[config.mk]
export PLATFORM = sky130hd
export DESIGN_NAME = hsl_to_rgb_converter
export DESIGN_NICKNAME = d
export VERILOG_FILES = /design/src/design/hslrgb_pkg.sv /design/src/design/hslrgb_lane.sv /design/src/design/hsl_to_rgb_converter.sv
export SDC_FILE = /design/constraint.sdc
export NUM_CORES = 2
export LEC_CHECK = 0
export BUFFER_PORTS_ARGS = -buffer_cell sky130_fd_sc_hd__buf_4
export CORE_MARGIN = 2
export CORE_UTILIZATION = 51
export CTS_CLUSTER_SIZE = 20
export DETAILED_ROUTE_END_ITERATION = 8
export GPL_ROUTABILITY_DRIVEN = 0
export PLACE_DENSITY_LB_ADDON = 0.15
export SYNTH_ARGS = -nofsm -noshare
export SYNTH_HDL_FRONTEND = slang
export SYNTH_HIERARCHICAL = 1
export SYNTH_SLANG_ARGS = --single-unit
[constraint.sdc]
create_clock -name clock -period 11.5 [get_ports clock]
set_clock_uncertainty 0.15 [all_clocks]
set_input_delay 1.15 -clock clock [delete_from_list [all_inputs] [get_ports clock]]
set_output_delay 1.15 -clock clock [all_outputs]
set_load 0.01 [all_outputs]
[src/design/hslrgb_pkg.sv]
`default_nettype none

package hslrgb_pkg;

   // Stream payload widths, padded to whole bytes.
   localparam int unsigned REQ_DATA_W = 32;
   localparam int unsigned RSP_DATA_W = 24;

   // Field widths.
   localparam int unsigned HUE_W   = 9;
   localparam int unsigned CHAN_W  = 8;

   // Fixed point: 16 fraction bits; levels reach exactly one, so they need 17 bits.
   localparam int unsigned Q_FRAC  = 16;
   localparam int unsigned Q_W     = 17;
   localparam int unsigned PHASE_W = 16;
   // The ramp distance from a corner never exceeds one sixth of a turn.
   localparam int unsigned SLOPE_W = 14;

   // Register stages from the input beat to the output register.
   localparam int unsigned PIPE_DEPTH = 8;

   localparam logic [HUE_W-1:0]  HUE_RANGE = 9'd360;
   localparam logic [CHAN_W-1:0] CHAN_MAX  = 8'hFF;

   // 65536 / 360 = 182 + 16/360, and floor(16*h/360) = floor(h*2914 / 2^16) for h < 360.
   localparam logic [7:0]  HUE_STEP  = 8'd182;
   localparam logic [11:0] HUE_RECIP = 12'd2914;

   localparam logic [PHASE_W-1:0] Q_THIRD      = 16'd21845;
   localparam logic [PHASE_W-1:0] Q_TWO_THIRDS = 16'd43690;
   localparam logic [Q_W-1:0]     Q_HALF       = 17'd32768;

   // Ramp segment bounds: 6t < 1, 2t < 1 and 3t < 2 turned into compares on t.
   localparam logic [PHASE_W-1:0] T_RISE_END = 16'd10923;
   localparam logic [PHASE_W-1:0] T_TOP_END  = 16'd32768;
   localparam logic [PHASE_W-1:0] T_FALL_END = 16'd43691;

   typedef enum logic [1:0] {
      RAMP_RISE,
      RAMP_TOP,
      RAMP_FALL,
      RAMP_BASE
   } ramp_region_type;

   // Load enables for the four stages inside a channel lane.
   typedef struct packed {
      logic seg_load;
      logic prod_load;
      logic level_load;
      logic chan_load;
   } lane_en_type;

endpackage

`default_nettype wire

[src/design/hslrgb_lane.sv]
`default_nettype none

module hslrgb_lane (
   input  logic                            clock,
   input  hslrgb_pkg::lane_en_type         en,
   input  logic                            flat,
   input  logic [hslrgb_pkg::CHAN_W-1:0]   flat_value,
   input  logic [hslrgb_pkg::PHASE_W-1:0]  phase,
   input  logic [hslrgb_pkg::Q_W-1:0]      level_lo,
   input  logic [hslrgb_pkg::Q_W-1:0]      level_hi,
   input  logic [hslrgb_pkg::Q_W-1:0]      level_span,
   output logic [hslrgb_pkg::CHAN_W-1:0]   channel
);
   import hslrgb_pkg::*;

   // Segment stage registers.
   ramp_region_type      s5_region_ff;
   ramp_region_type      region_in;
   logic [SLOPE_W-1:0]   s5_slope_ff;
   logic [SLOPE_W-1:0]   slope_in;
   logic [Q_W-1:0]       s5_span_ff;
   logic [Q_W-1:0]       s5_lo_ff;
   logic [Q_W-1:0]       s5_hi_ff;
   logic                 s5_flat_ff;
   logic [CHAN_W-1:0]    s5_flat_value_ff;

   // Product stage registers.
   logic [Q_W+SLOPE_W-1:0] s6_prod_ff;
   logic [Q_W+SLOPE_W-1:0] prod_in;
   ramp_region_type        s6_region_ff;
   logic [Q_W-1:0]         s6_lo_ff;
   logic [Q_W-1:0]         s6_hi_ff;
   logic                   s6_flat_ff;
   logic [CHAN_W-1:0]      s6_flat_value_ff;

   // Level stage registers.
   logic [Q_W+SLOPE_W+2:0] six_prod;
   logic [Q_W:0]           ramp_sum;
   logic [Q_W-1:0]         s7_level_ff;
   logic [Q_W-1:0]         level_in;
   logic                   s7_flat_ff;
   logic [CHAN_W-1:0]      s7_flat_value_ff;

   // Output stage.
   logic [Q_W+CHAN_W-1:0]  scaled;
   logic [CHAN_W:0]        chan_wide;
   logic [CHAN_W-1:0]      chan_ff;
   logic [CHAN_W-1:0]      chan_in;

   // Pick the ramp segment and the distance from its low corner.
   always_comb begin
      priority if (phase < T_RISE_END) begin
         region_in = RAMP_RISE;
      end else if (phase < T_TOP_END) begin
         region_in = RAMP_TOP;
      end else if (phase < T_FALL_END) begin
         region_in = RAMP_FALL;
      end else begin
         region_in = RAMP_BASE;
      end
   end

   always_comb begin
      unique case (region_in)
         RAMP_RISE: slope_in = phase[SLOPE_W-1:0];
         RAMP_FALL: slope_in = SLOPE_W'(Q_TWO_THIRDS - phase);
         default:   slope_in = '0;
      endcase
   end

   always_ff @(posedge clock) begin
      if (en.seg_load) begin
         s5_region_ff     <= region_in;
         s5_slope_ff      <= slope_in;
         s5_span_ff       <= level_span;
         s5_lo_ff         <= level_lo;
         s5_hi_ff         <= level_hi;
         s5_flat_ff       <= flat;
         s5_flat_value_ff <= flat_value;
      end
   end

   // Span times distance.
   assign prod_in = (Q_W+SLOPE_W)'(s5_span_ff) * (Q_W+SLOPE_W)'(s5_slope_ff);

   always_ff @(posedge clock) begin
      if (en.prod_load) begin
         s6_prod_ff       <= prod_in;
         s6_region_ff     <= s5_region_ff;
         s6_lo_ff         <= s5_lo_ff;
         s6_hi_ff         <= s5_hi_ff;
         s6_flat_ff       <= s5_flat_ff;
         s6_flat_value_ff <= s5_flat_value_ff;
      end
   end

   // Six times the product, scaled back by 2^16, on top of the low level.
   assign six_prod = {s6_prod_ff, 2'b00} + {1'b0, s6_prod_ff, 1'b0};
   assign ramp_sum = (Q_W+1)'(s6_lo_ff) + (Q_W+1)'(six_prod[Q_FRAC+Q_W-1:Q_FRAC]);

   always_comb begin
      unique case (s6_region_ff)
         RAMP_RISE, RAMP_FALL: level_in = ramp_sum[Q_W-1:0];
         RAMP_TOP:             level_in = s6_hi_ff;
         RAMP_BASE:            level_in = s6_lo_ff;
      endcase
   end

   always_ff @(posedge clock) begin
      if (en.level_load) begin
         s7_level_ff      <= level_in;
         s7_flat_ff       <= s6_flat_ff;
         s7_flat_value_ff <= s6_flat_value_ff;
      end
   end

   // 255 times the level, truncated to the integer part and saturated.
   assign scaled    = {s7_level_ff, {CHAN_W{1'b0}}} - (Q_W+CHAN_W)'(s7_level_ff);
   assign chan_wide = scaled[Q_W+CHAN_W-1:Q_FRAC];
   assign chan_in   = s7_flat_ff    ? s7_flat_value_ff :
                      chan_wide[CHAN_W] ? CHAN_MAX : chan_wide[CHAN_W-1:0];

   always_ff @(posedge clock) begin
      if (en.chan_load) begin
         chan_ff <= chan_in;
      end
   end

   assign channel = chan_ff;

endmodule

`default_nettype wire

[src/design/hsl_to_rgb_converter.sv]
// Throughput is one pixel per clock while the output side is ready, set by the fully
// pipelined datapath. Each stage holds its beat while the next one is full and stalled,
// and empty stages fill in behind a stall; req_tready follows rsp_tready combinationally
// only once every stage is full.
// Synchronous active-high reset clears every stage's valid bit; req_tready is low in reset.
`default_nettype none

module hsl_to_rgb_converter (
   input  logic                               clock,
   input  logic                               reset,
   input  logic                               req_tvalid,
   output logic                               req_tready,
   // [8:0] hue_degrees, [16:9] saturation, [24:17] lightness, [31:25] zero
   input  logic [hslrgb_pkg::REQ_DATA_W-1:0]  req_tdata,
   output logic                               rsp_tvalid,
   input  logic                               rsp_tready,
   // [7:0] red, [15:8] green, [23:16] blue
   output logic [hslrgb_pkg::RSP_DATA_W-1:0]  rsp_tdata
);
   import hslrgb_pkg::*;

   logic [PIPE_DEPTH-1:0] valid_ff;
   logic [PIPE_DEPTH-1:0] valid_in;
   logic [PIPE_DEPTH:0]   adv;

   logic [HUE_W-1:0]  req_hue;
   logic [CHAN_W-1:0] req_sat;
   logic [CHAN_W-1:0] req_lig;

   // Stage 1: hue reduced, fractions in fixed point.
   logic [HUE_W-1:0]  s1_hue_ff;
   logic [HUE_W-1:0]  hue_in;
   logic [Q_W-1:0]    s1_sat_q_ff;
   logic [Q_W-1:0]    sat_q_in;
   logic [Q_W-1:0]    s1_lig_q_ff;
   logic [Q_W-1:0]    lig_q_in;
   logic              s1_flat_ff;
   logic [CHAN_W-1:0] s1_lig_ff;

   // Stage 2: product of lightness and saturation, hue in fixed point.
   logic [2*Q_W-1:0]   ls_prod;
   logic [Q_W-1:0]     s2_ls_ff;
   logic [PHASE_W-1:0] hue_coarse;
   logic [20:0]        hue_fine_prod;
   logic [PHASE_W-1:0] s2_hue_q_ff;
   logic [PHASE_W-1:0] hue_q_in;
   logic [Q_W-1:0]     s2_sat_q_ff;
   logic [Q_W-1:0]     s2_lig_q_ff;
   logic               s2_flat_ff;
   logic [CHAN_W-1:0]  s2_lig_ff;

   // Stage 3: upper level and the three ramp phases.
   logic [Q_W:0]       v2_wide;
   logic [Q_W-1:0]     s3_v2_ff;
   logic [Q_W-1:0]     s3_lig_q_ff;
   logic [PHASE_W-1:0] s3_green_t_ff;
   logic [PHASE_W-1:0] s3_red_t_ff;
   logic [PHASE_W-1:0] s3_blue_t_ff;
   logic               s3_flat_ff;
   logic [CHAN_W-1:0]  s3_lig_ff;

   // Stage 4: lower level and span.
   logic [Q_W:0]       two_l;
   logic               lo_positive;
   logic [Q_W-1:0]     v1_in;
   logic [Q_W-1:0]     v2_in;
   logic [Q_W-1:0]     span_in;
   logic [Q_W-1:0]     s4_v1_ff;
   logic [Q_W-1:0]     s4_v2_ff;
   logic [Q_W-1:0]     s4_span_ff;
   logic [PHASE_W-1:0] s4_green_t_ff;
   logic [PHASE_W-1:0] s4_red_t_ff;
   logic [PHASE_W-1:0] s4_blue_t_ff;
   logic               s4_flat_ff;
   logic [CHAN_W-1:0]  s4_lig_ff;

   lane_en_type       lane_en;
   logic [CHAN_W-1:0] red;
   logic [CHAN_W-1:0] green;
   logic [CHAN_W-1:0] blue;

   // A stage may load when it is empty or the stage after it moves on.
   always_comb begin
      adv[PIPE_DEPTH] = rsp_tready;
      for (int i = PIPE_DEPTH - 1; i >= 0; i--) begin
         adv[i] = !valid_ff[i] || adv[i+1];
      end
   end

   assign req_tready = adv[0] && !reset;

   always_comb begin
      if (adv[0]) begin
         valid_in[0] = req_tvalid && req_tready;
      end else begin
         valid_in[0] = valid_ff[0];
      end
      for (int i = 1; i < PIPE_DEPTH; i++) begin
         if (adv[i]) begin
            valid_in[i] = valid_ff[i-1];
         end else begin
            valid_in[i] = valid_ff[i];
         end
      end
   end

   always_ff @(posedge clock) begin
      if (reset) begin
         valid_ff <= '0;
      end else begin
         valid_ff <= valid_in;
      end
   end

   assign req_hue = req_tdata[HUE_W-1:0];
   assign req_sat = req_tdata[HUE_W+CHAN_W-1:HUE_W];
   assign req_lig = req_tdata[HUE_W+2*CHAN_W-1:HUE_W+CHAN_W];

   // Stage 1: x*65536/255 is x*257, plus one when x is full scale.
   assign hue_in   = (req_hue >= HUE_RANGE) ? HUE_W'(req_hue - HUE_RANGE) : req_hue;
   assign sat_q_in = Q_W'({req_sat, req_sat}) + Q_W'(req_sat == CHAN_MAX);
   assign lig_q_in = Q_W'({req_lig, req_lig}) + Q_W'(req_lig == CHAN_MAX);

   always_ff @(posedge clock) begin
      if (adv[0]) begin
         s1_hue_ff   <= hue_in;
         s1_sat_q_ff <= sat_q_in;
         s1_lig_q_ff <= lig_q_in;
         s1_flat_ff  <= (req_sat == '0);
         s1_lig_ff   <= req_lig;
      end
   end

   // Stage 2: L*S in Q16 and hue*65536/360 as a coarse step plus a small correction.
   assign ls_prod       = (2*Q_W)'(s1_lig_q_ff) * (2*Q_W)'(s1_sat_q_ff);
   assign hue_coarse    = PHASE_W'(PHASE_W'(s1_hue_ff) * PHASE_W'(HUE_STEP));
   assign hue_fine_prod = 21'(s1_hue_ff) * 21'(HUE_RECIP);
   assign hue_q_in      = hue_coarse + PHASE_W'(hue_fine_prod[20:Q_FRAC]);

   always_ff @(posedge clock) begin
      if (adv[1]) begin
         s2_ls_ff    <= ls_prod[Q_W+Q_FRAC-1:Q_FRAC];
         s2_hue_q_ff <= hue_q_in;
         s2_sat_q_ff <= s1_sat_q_ff;
         s2_lig_q_ff <= s1_lig_q_ff;
         s2_flat_ff  <= s1_flat_ff;
         s2_lig_ff   <= s1_lig_ff;
      end
   end

   // Stage 3: upper level; the phases wrap naturally in 16 bits.
   assign v2_wide = (s2_lig_q_ff < Q_HALF) ?
                    ((Q_W+1)'(s2_lig_q_ff) + (Q_W+1)'(s2_ls_ff)) :
                    ((Q_W+1)'(s2_lig_q_ff) + (Q_W+1)'(s2_sat_q_ff) - (Q_W+1)'(s2_ls_ff));

   always_ff @(posedge clock) begin
      if (adv[2]) begin
         s3_v2_ff      <= v2_wide[Q_W-1:0];
         s3_lig_q_ff   <= s2_lig_q_ff;
         s3_green_t_ff <= s2_hue_q_ff;
         s3_red_t_ff   <= s2_hue_q_ff + Q_THIRD;
         s3_blue_t_ff  <= s2_hue_q_ff - Q_THIRD;
         s3_flat_ff    <= s2_flat_ff;
         s3_lig_ff     <= s2_lig_ff;
      end
   end

   // Stage 4: v1 = 2L - v2 clamped at zero, v2 raised to v1 if needed, and their span.
   // Where v1 is not clamped, the span 2*v2 - 2L is formed beside v1 so that no subtract waits on another.
   assign two_l       = {s3_lig_q_ff, 1'b0};
   assign lo_positive = (two_l >= (Q_W+1)'(s3_v2_ff));
   assign v1_in       = lo_positive ? Q_W'(two_l - (Q_W+1)'(s3_v2_ff)) : '0;

   always_comb begin
      if (!lo_positive) begin
         v2_in   = s3_v2_ff;
         span_in = s3_v2_ff;
      end else if (s3_v2_ff >= s3_lig_q_ff) begin
         v2_in   = s3_v2_ff;
         span_in = Q_W'({s3_v2_ff - s3_lig_q_ff, 1'b0});
      end else begin
         v2_in   = v1_in;
         span_in = '0;
      end
   end

   always_ff @(posedge clock) begin
      if (adv[3]) begin
         s4_v1_ff      <= v1_in;
         s4_v2_ff      <= v2_in;
         s4_span_ff    <= span_in;
         s4_green_t_ff <= s3_green_t_ff;
         s4_red_t_ff   <= s3_red_t_ff;
         s4_blue_t_ff  <= s3_blue_t_ff;
         s4_flat_ff    <= s3_flat_ff;
         s4_lig_ff     <= s3_lig_ff;
      end
   end

   // Stages 5 to 8 run in one lane per channel.
   assign lane_en.seg_load   = adv[4];
   assign lane_en.prod_load  = adv[5];
   assign lane_en.level_load = adv[6];
   assign lane_en.chan_load  = adv[7];

   hslrgb_lane u_red_lane (
      .clock      (clock),
      .en         (lane_en),
      .flat       (s4_flat_ff),
      .flat_value (s4_lig_ff),
      .phase      (s4_red_t_ff),
      .level_lo   (s4_v1_ff),
      .level_hi   (s4_v2_ff),
      .level_span (s4_span_ff),
      .channel    (red)
   );

   hslrgb_lane u_green_lane (
      .clock      (clock),
      .en         (lane_en),
      .flat       (s4_flat_ff),
      .flat_value (s4_lig_ff),
      .phase      (s4_green_t_ff),
      .level_lo   (s4_v1_ff),
      .level_hi   (s4_v2_ff),
      .level_span (s4_span_ff),
      .channel    (green)
   );

   hslrgb_lane u_blue_lane (
      .clock      (clock),
      .en         (lane_en),
      .flat       (s4_flat_ff),
      .flat_value (s4_lig_ff),
      .phase      (s4_blue_t_ff),
      .level_lo   (s4_v1_ff),
      .level_hi   (s4_v2_ff),
      .level_span (s4_span_ff),
      .channel    (blue)
   );

   assign rsp_tvalid = valid_ff[PIPE_DEPTH-1];
   assign rsp_tdata  = {blue, green, red};

endmodule

`default_nettype wire

* Yosys cells after proc, flatten, opt, wreduce, memory -nomap -nowiden
Cells that the tools add are included.
** Word-level totals
- Flip-flop bits (word level) :: 669
- Output and inout port bits :: 26
** Operators by class
- Multipliers :: 6
- Reductions and logical operators :: 29
- Add/sub/neg operators :: 23
- Multiplexer cells :: 28
- Eq/ne operators :: 14
- Order comparisons :: 13
** Operators by type and width (count)
- $pmux 17 s3 :: 3
- $mux 17 :: 6
- $add 33x32->33 :: 3
- $lt 16x16->1 const B :: 6
- $mul 17x14->31 :: 3
- $add 17x17->17 :: 5
- $pmux 14 s2 :: 3
- $sub 25x17->25 :: 3
- $lt 16x14->1 const B :: 3
- $mux 8 :: 6
- $sub 14x14->14 const A :: 3
- $add 16x1->17 :: 2
- $sub 17x17->17 :: 2
- $mul 17x17->33 :: 1
- $mul 9x11->20 const B :: 1
- $eq 2x2->1 const B :: 9
- $ge 18x17->1 :: 1
- $ge 17x17->1 :: 1
- $lt 17x16->1 const B :: 1
- $add 16x15->16 const B :: 1
- $add 16x5->16 :: 1
- $eq 8x8->1 const B :: 2
- $sub 16x15->16 const B :: 1
- $sub 16x16->16 :: 1
- other kinds (13) :: 45

* Longest topological paths before layout
- Depth after elaboration :: 11
- Depth in mapped cells :: 25
- Gate-level depth less buffers :: 25

* Modules after synthesis
Netlist, hierarchy kept.
** By module, submodules not included
- hsl_to_rgb_converter :: cells an instance 2461, area each 26890.8 sq um, times used 1
- hslrgb_lane (u_blue_lane) :: cells an instance 1503, area each 16360.7 sq um, times used 1
- hslrgb_lane (u_red_lane) :: cells an instance 1482, area each 16221.8 sq um, times used 1
- hslrgb_lane (u_green_lane) :: cells an instance 1472, area each 16116.7 sq um, times used 1

* Worst setup path after synthesis
No wires, ideal clock.
- Path kind :: input-to-reg
- From :: input rsp_tready
- To :: register u_blue_lane.s6_flat_ff (enable)
- Data arrival time :: 5.223 ns
- Stages on the path :: 3
- Setup time :: 1.792 ns
- Setup slack :: 4.335 ns
- Buffers on the path :: 0
- Cell sequence :: nor2b_1 and2_1 nand2_1
** On the way
- Word-level cells in the longest chain between the ends :: 3
** Ends and longest elaborated chain
- start: declaration :: RTL line hsl_to_rgb_converter.sv:16 : input logic rsp_tready,
- $logic_or 1x1->1 (3 in a row) :: RTL line hsl_to_rgb_converter.sv:86 : adv[i] = !valid_ff[i] || adv[i+1];
- named net adv[5] :: RTL line hsl_to_rgb_converter.sv:24 : logic [PIPE_DEPTH:0] adv;
- end signal: assignment :: RTL line hslrgb_lane.sv:92 : s6_flat_ff <= s5_flat_ff;
- end: declaration :: RTL line hslrgb_lane.sv:33 : logic s6_flat_ff;
The timed path passes the listed nets, and every way through them passes these cells.
A chain may end at the register's enable or synchronous reset.

* Final worst setup path
- From :: register s1_lig_q_ff[5]
- To :: register s2_ls_ff[9] (data pin)
** On the way
- Word-level cells in the longest chain between the ends :: 1
** Ends and longest elaborated chain
- start: declaration :: RTL line hsl_to_rgb_converter.sv:35 : logic [Q_W-1:0] s1_lig_q_ff;
- start signal: assignment :: RTL line hsl_to_rgb_converter.sv:128 : s1_lig_q_ff <= lig_q_in;
- $mul 17x17->33 :: RTL line hsl_to_rgb_converter.sv:135 : assign ls_prod = (2*Q_W)'(s1_lig_q_ff) * (2*Q_W)'(s1_sat_q_ff);
- named net ls_prod[25] :: RTL line hsl_to_rgb_converter.sv:41 : logic [2*Q_W-1:0] ls_prod;
- end signal: assignment :: RTL line hsl_to_rgb_converter.sv:142 : s2_ls_ff <= ls_prod[Q_W+Q_FRAC-1:Q_FRAC];
- end: declaration :: RTL line hsl_to_rgb_converter.sv:42 : logic [Q_W-1:0] s2_ls_ff;
The timed path passes the listed nets, and every way through them passes these cells.

==> summary.txt <==
startpoint types -> register
biggest regs -> u_blue_lane/s6_prod_ff (31), u_green_lane/s6_prod_ff (31), u_red_lane/s6_prod_ff (31)
layout cell share with drive strength beyond 1 -> 0.04532
total CTS buffers -> 97
Mapped Avg Cell Area -> 10.93 sq um
Via density -> 5.406
Skew-Pair Late Insertion Delay -> 0.73 ns
clock-pin slew on the worst setup and hold paths -> 0.06 ns
initial antenna violation count -> 5
WP data arrival -> 7.60 ns
syn nets -> 8,472
Post-DP HPWL -> 131.1 mm
Hold Fails Final Rpt -> 0
Post-CTS Setup Inserts -> 0
CTS tree -> yes
Synth Cell Area -> 75,590 sq um
DRC Markers -> 0
status -> completed
maxcap violations -> 0
vias in the first global route -> 49,970
Period minus WS final -> 7.325 ns
critical path endpoint category -> register
fin. max-slew vios -> 0
Cells after Synth -> 6,918
Die W -> 389.0 microns
kind of critical path -> register to register
# port buffers -> 54
Ys Warns -> 6
P&R area growth vs syn -> 7.358%
Max Fanout on Critical Path -> 18
CP required -> 11.77 ns
Synth async-reset ratio -> 0
Max Root-Sink Buffers -> 3
Layout Nets -> 8,450
Setup violations, final -> 0
Post-synth EDFFs -> 883
DRT Wirelength -> 169.7 mm
placed cell count -> 8,727
Final ANT Viol Nets -> 0
Sink Count -> 891
# rows -> 141
GRT overflow -> 0
pin count of the biggest net entering global routing -> 140
Hold WC Path Type -> register to register
Fin Setup TNS -> 0 ns
Setup WS pre-CTS -> 4.144 ns
# IOs -> 62
drt initial violations -> 2,733
Resized Gates After CTS -> 0
GRT Util Overall -> 0.2310
Post-CTS Hold Fix Bufs -> 0
slack of the critical path -> 4.175 ns
sequential-to-total area share from yosys stat -> 0.3529
RSZ-0062 raised after global routing -> no
fmax -> 0.1365 GHz
Seq cells post-synth -> 891
Slew @ Worst Pin -> 1.174 ns
H-Tree Depth -> 3
slew margin rel. -> 0.2173
final instance area -> 81,150 sq um
dpl cell area -> 77,820 sq um
non-filler instance count after layout -> 8,906
die area -> 151,300 sq um
Die H -> 389.0 microns
Core Area -> 147,500 sq um
Initial Utilization -> 0.5125
post-synthesis cell type count -> 111
dominant synthesized flop cell -> edfxtp_1
first-pass GRT wire length -> 274.8 mm
DR WL/cell -> 19.06 microns
root buffer cell -> clkbuf_16
Vias -> 48,150
period utilization -> 0.6369
First-pass DRT Iterations -> 5
-- layer usage --
layer	up-vias	routed length, microns	GRT usage
li1	22850	-	-
met1	23980	77710	0.3207
met2	1075	79770	0.3835
met3	250	7554	0.02990
met4	2	4693	0.06286
met5	-	16	0
-- final cells by class --
| type | instances | area, sq um |
|---|---|---|
| diodes | 3 | 7.507 |
| clock buffers | 111 | 2501 |
| clock inverters | 65 | 819.5 |
| fillers | 12740 | 66330 |
| inverters | 1136 | 4274 |
| multi-input cells | 4695 | 43880 |
| flip-flops and latches | 891 | 26680 |
| well taps | 1930 | 2415 |
| repair buffers | 75 | 575.6 |
-- cell usage after synthesis, types with 8 or more instances --
master    count  area (sq um)
a21o_1      101         758.2
o211ai_1     21         157.7
dfxtp_1       8         160.2
nand4_1      27         168.9
mux2i_1      45         450.4
and4_1        9         78.83
xor2_1      124          1086
nor3_1       67         335.3
xnor2_1     220          1927
o21ai_1      22         110.1
mux2_2       12         135.1
fa_1        811         16240
a211oi_1     26         195.2
or3_1        19         118.9
o21bai_1     29         217.7
nor2b_1      47         294.0
o21ai_0     149         745.7
o31ai_1      19         142.6
a31oi_1      30         187.7
and2_1      463          2897
a41oi_1       8         70.07
edfxtp_1    883         26520
nand3_1      71         355.3
nor4_1       12         75.07
o21a_1       80         600.6
a22o_1       11         96.34
a21oi_1     298          1491
clkbuf_1    180         675.7
o31a_1       13         113.9
and3_1       33         206.5
a211o_1      15         131.4
nor2_1      279          1047
ha_1        707          8846
a21oi_2       8         70.07
or2_2         9         56.30
inv_1      1134          4257
nand2_1     722          2710
nand2b_1     44         275.3
-- path summary, 6_finish.rpt --
path | from | endpoint | slack, ns | cells past startpoint
worst max-delay path | s1_lig_q_ff[5] | s2_ls_ff[9] | 4.18 | 21
worst min-delay path | u_red_lane/s5_flat_value_ff[5] | u_red_lane/s6_flat_value_ff[5] | 0.25 | 0
worst max register to register | s1_lig_q_ff[5] | s2_ls_ff[9] | 4.18 | 21
worst min register to register | u_red_lane/s5_flat_value_ff[5] | u_red_lane/s6_flat_value_ff[5] | 0.25 | 0
-- worst max-delay path, cell delays in order, from the launching register on --
cell and delay, ns:
edfxtp_1 0.76, and2_1 0.34, fa_1 0.54, inv_1 0.06
fa_1 0.43, fa_1 0.50, inv_1 0.05, fa_1 0.47
fa_1 0.55, inv_1 0.05, fa_1 0.53, inv_1 0.06
ha_1 0.33, a21oi_1 0.15, o21ai_0 0.19, a221oi_1 0.37
a21oi_1 0.25, or3_1 0.44, a21oi_1 0.28, o21ai_0 0.20
a21oi_1 0.21, xnor2_1 0.09
-- placed cells by master, fill, tap and decap left out, types with 21 or more instances in the layout --
| cell | netlist | final |
|---|---|---|
| ha_1 | 707 | 707 |
| nor3_1 | 67 | 67 |
| o21a_1 | 80 | 80 |
| xor2_1 | 124 | 124 |
| nand2_1 | 722 | 719 |
| nand3_1 | 71 | 70 |
| nor2_1 | 279 | 278 |
| and2_1 | 463 | 463 |
| a31oi_1 | 30 | 30 |
| a21oi_1 | 298 | 298 |
| nand4_1 | 27 | 27 |
| a211oi_1 | 26 | 26 |
| fa_1 | 811 | 811 |
| xnor2_1 | 220 | 220 |
| nand2b_1 | 44 | 44 |
| mux2i_1 | 45 | 45 |
| o21ai_1 | 22 | 22 |
| o21ai_0 | 149 | 149 |
| o21bai_1 | 29 | 29 |
| inv_1 | 1134 | 1131 |
| o211ai_1 | 21 | 21 |
| edfxtp_1 | 883 | 883 |
| buf_4 | 2 | 74 |
| a21o_1 | 101 | 101 |
| clkbuf_16 | 0 | 98 |
| nor2b_1 | 47 | 47 |
| and3_1 | 33 | 33 |
-- cells by family (layout without fill, tap and decap cells) --
| group | count (synthesis) | in the layout | share of synthesized area |
|---|---|---|---|
| adders and majority gates | 1518 | 1518 | 0.3318 |
| muxes | 57 | 57 | 0.007747 |
| DFF | 891 | 891 | 0.3529 |
| AOI/OAI and AO/OA | 934 | 934 | 0.08139 |
| and+or+nand+nor | 1839 | 1839 | 0.1186 |
| buffers and inverters | 1332 | 1387 | 0.06699 |
| other | 0 | 3 | 0 |
| xor gates and xnor gates | 347 | 347 | 0.04059 |
-- stage by stage --
| step | hold WS [ns] | util |
|---|---|---|
| final | 0.2474 | 0.5502 |
| after global routing | 0.2566 | 0.5502 |
| after CTS | 0.2430 | 0.5502 |
| after detailed placement | 0.2545 | 0.5277 |
| after global placement | 0.2506 | 0.5277 |
| after floorplan | 0.2503 | - |
Power is left out: the tool's default activity adds up to more than one toggle a clock period on the data nets, which glitch-free logic cannot reach.
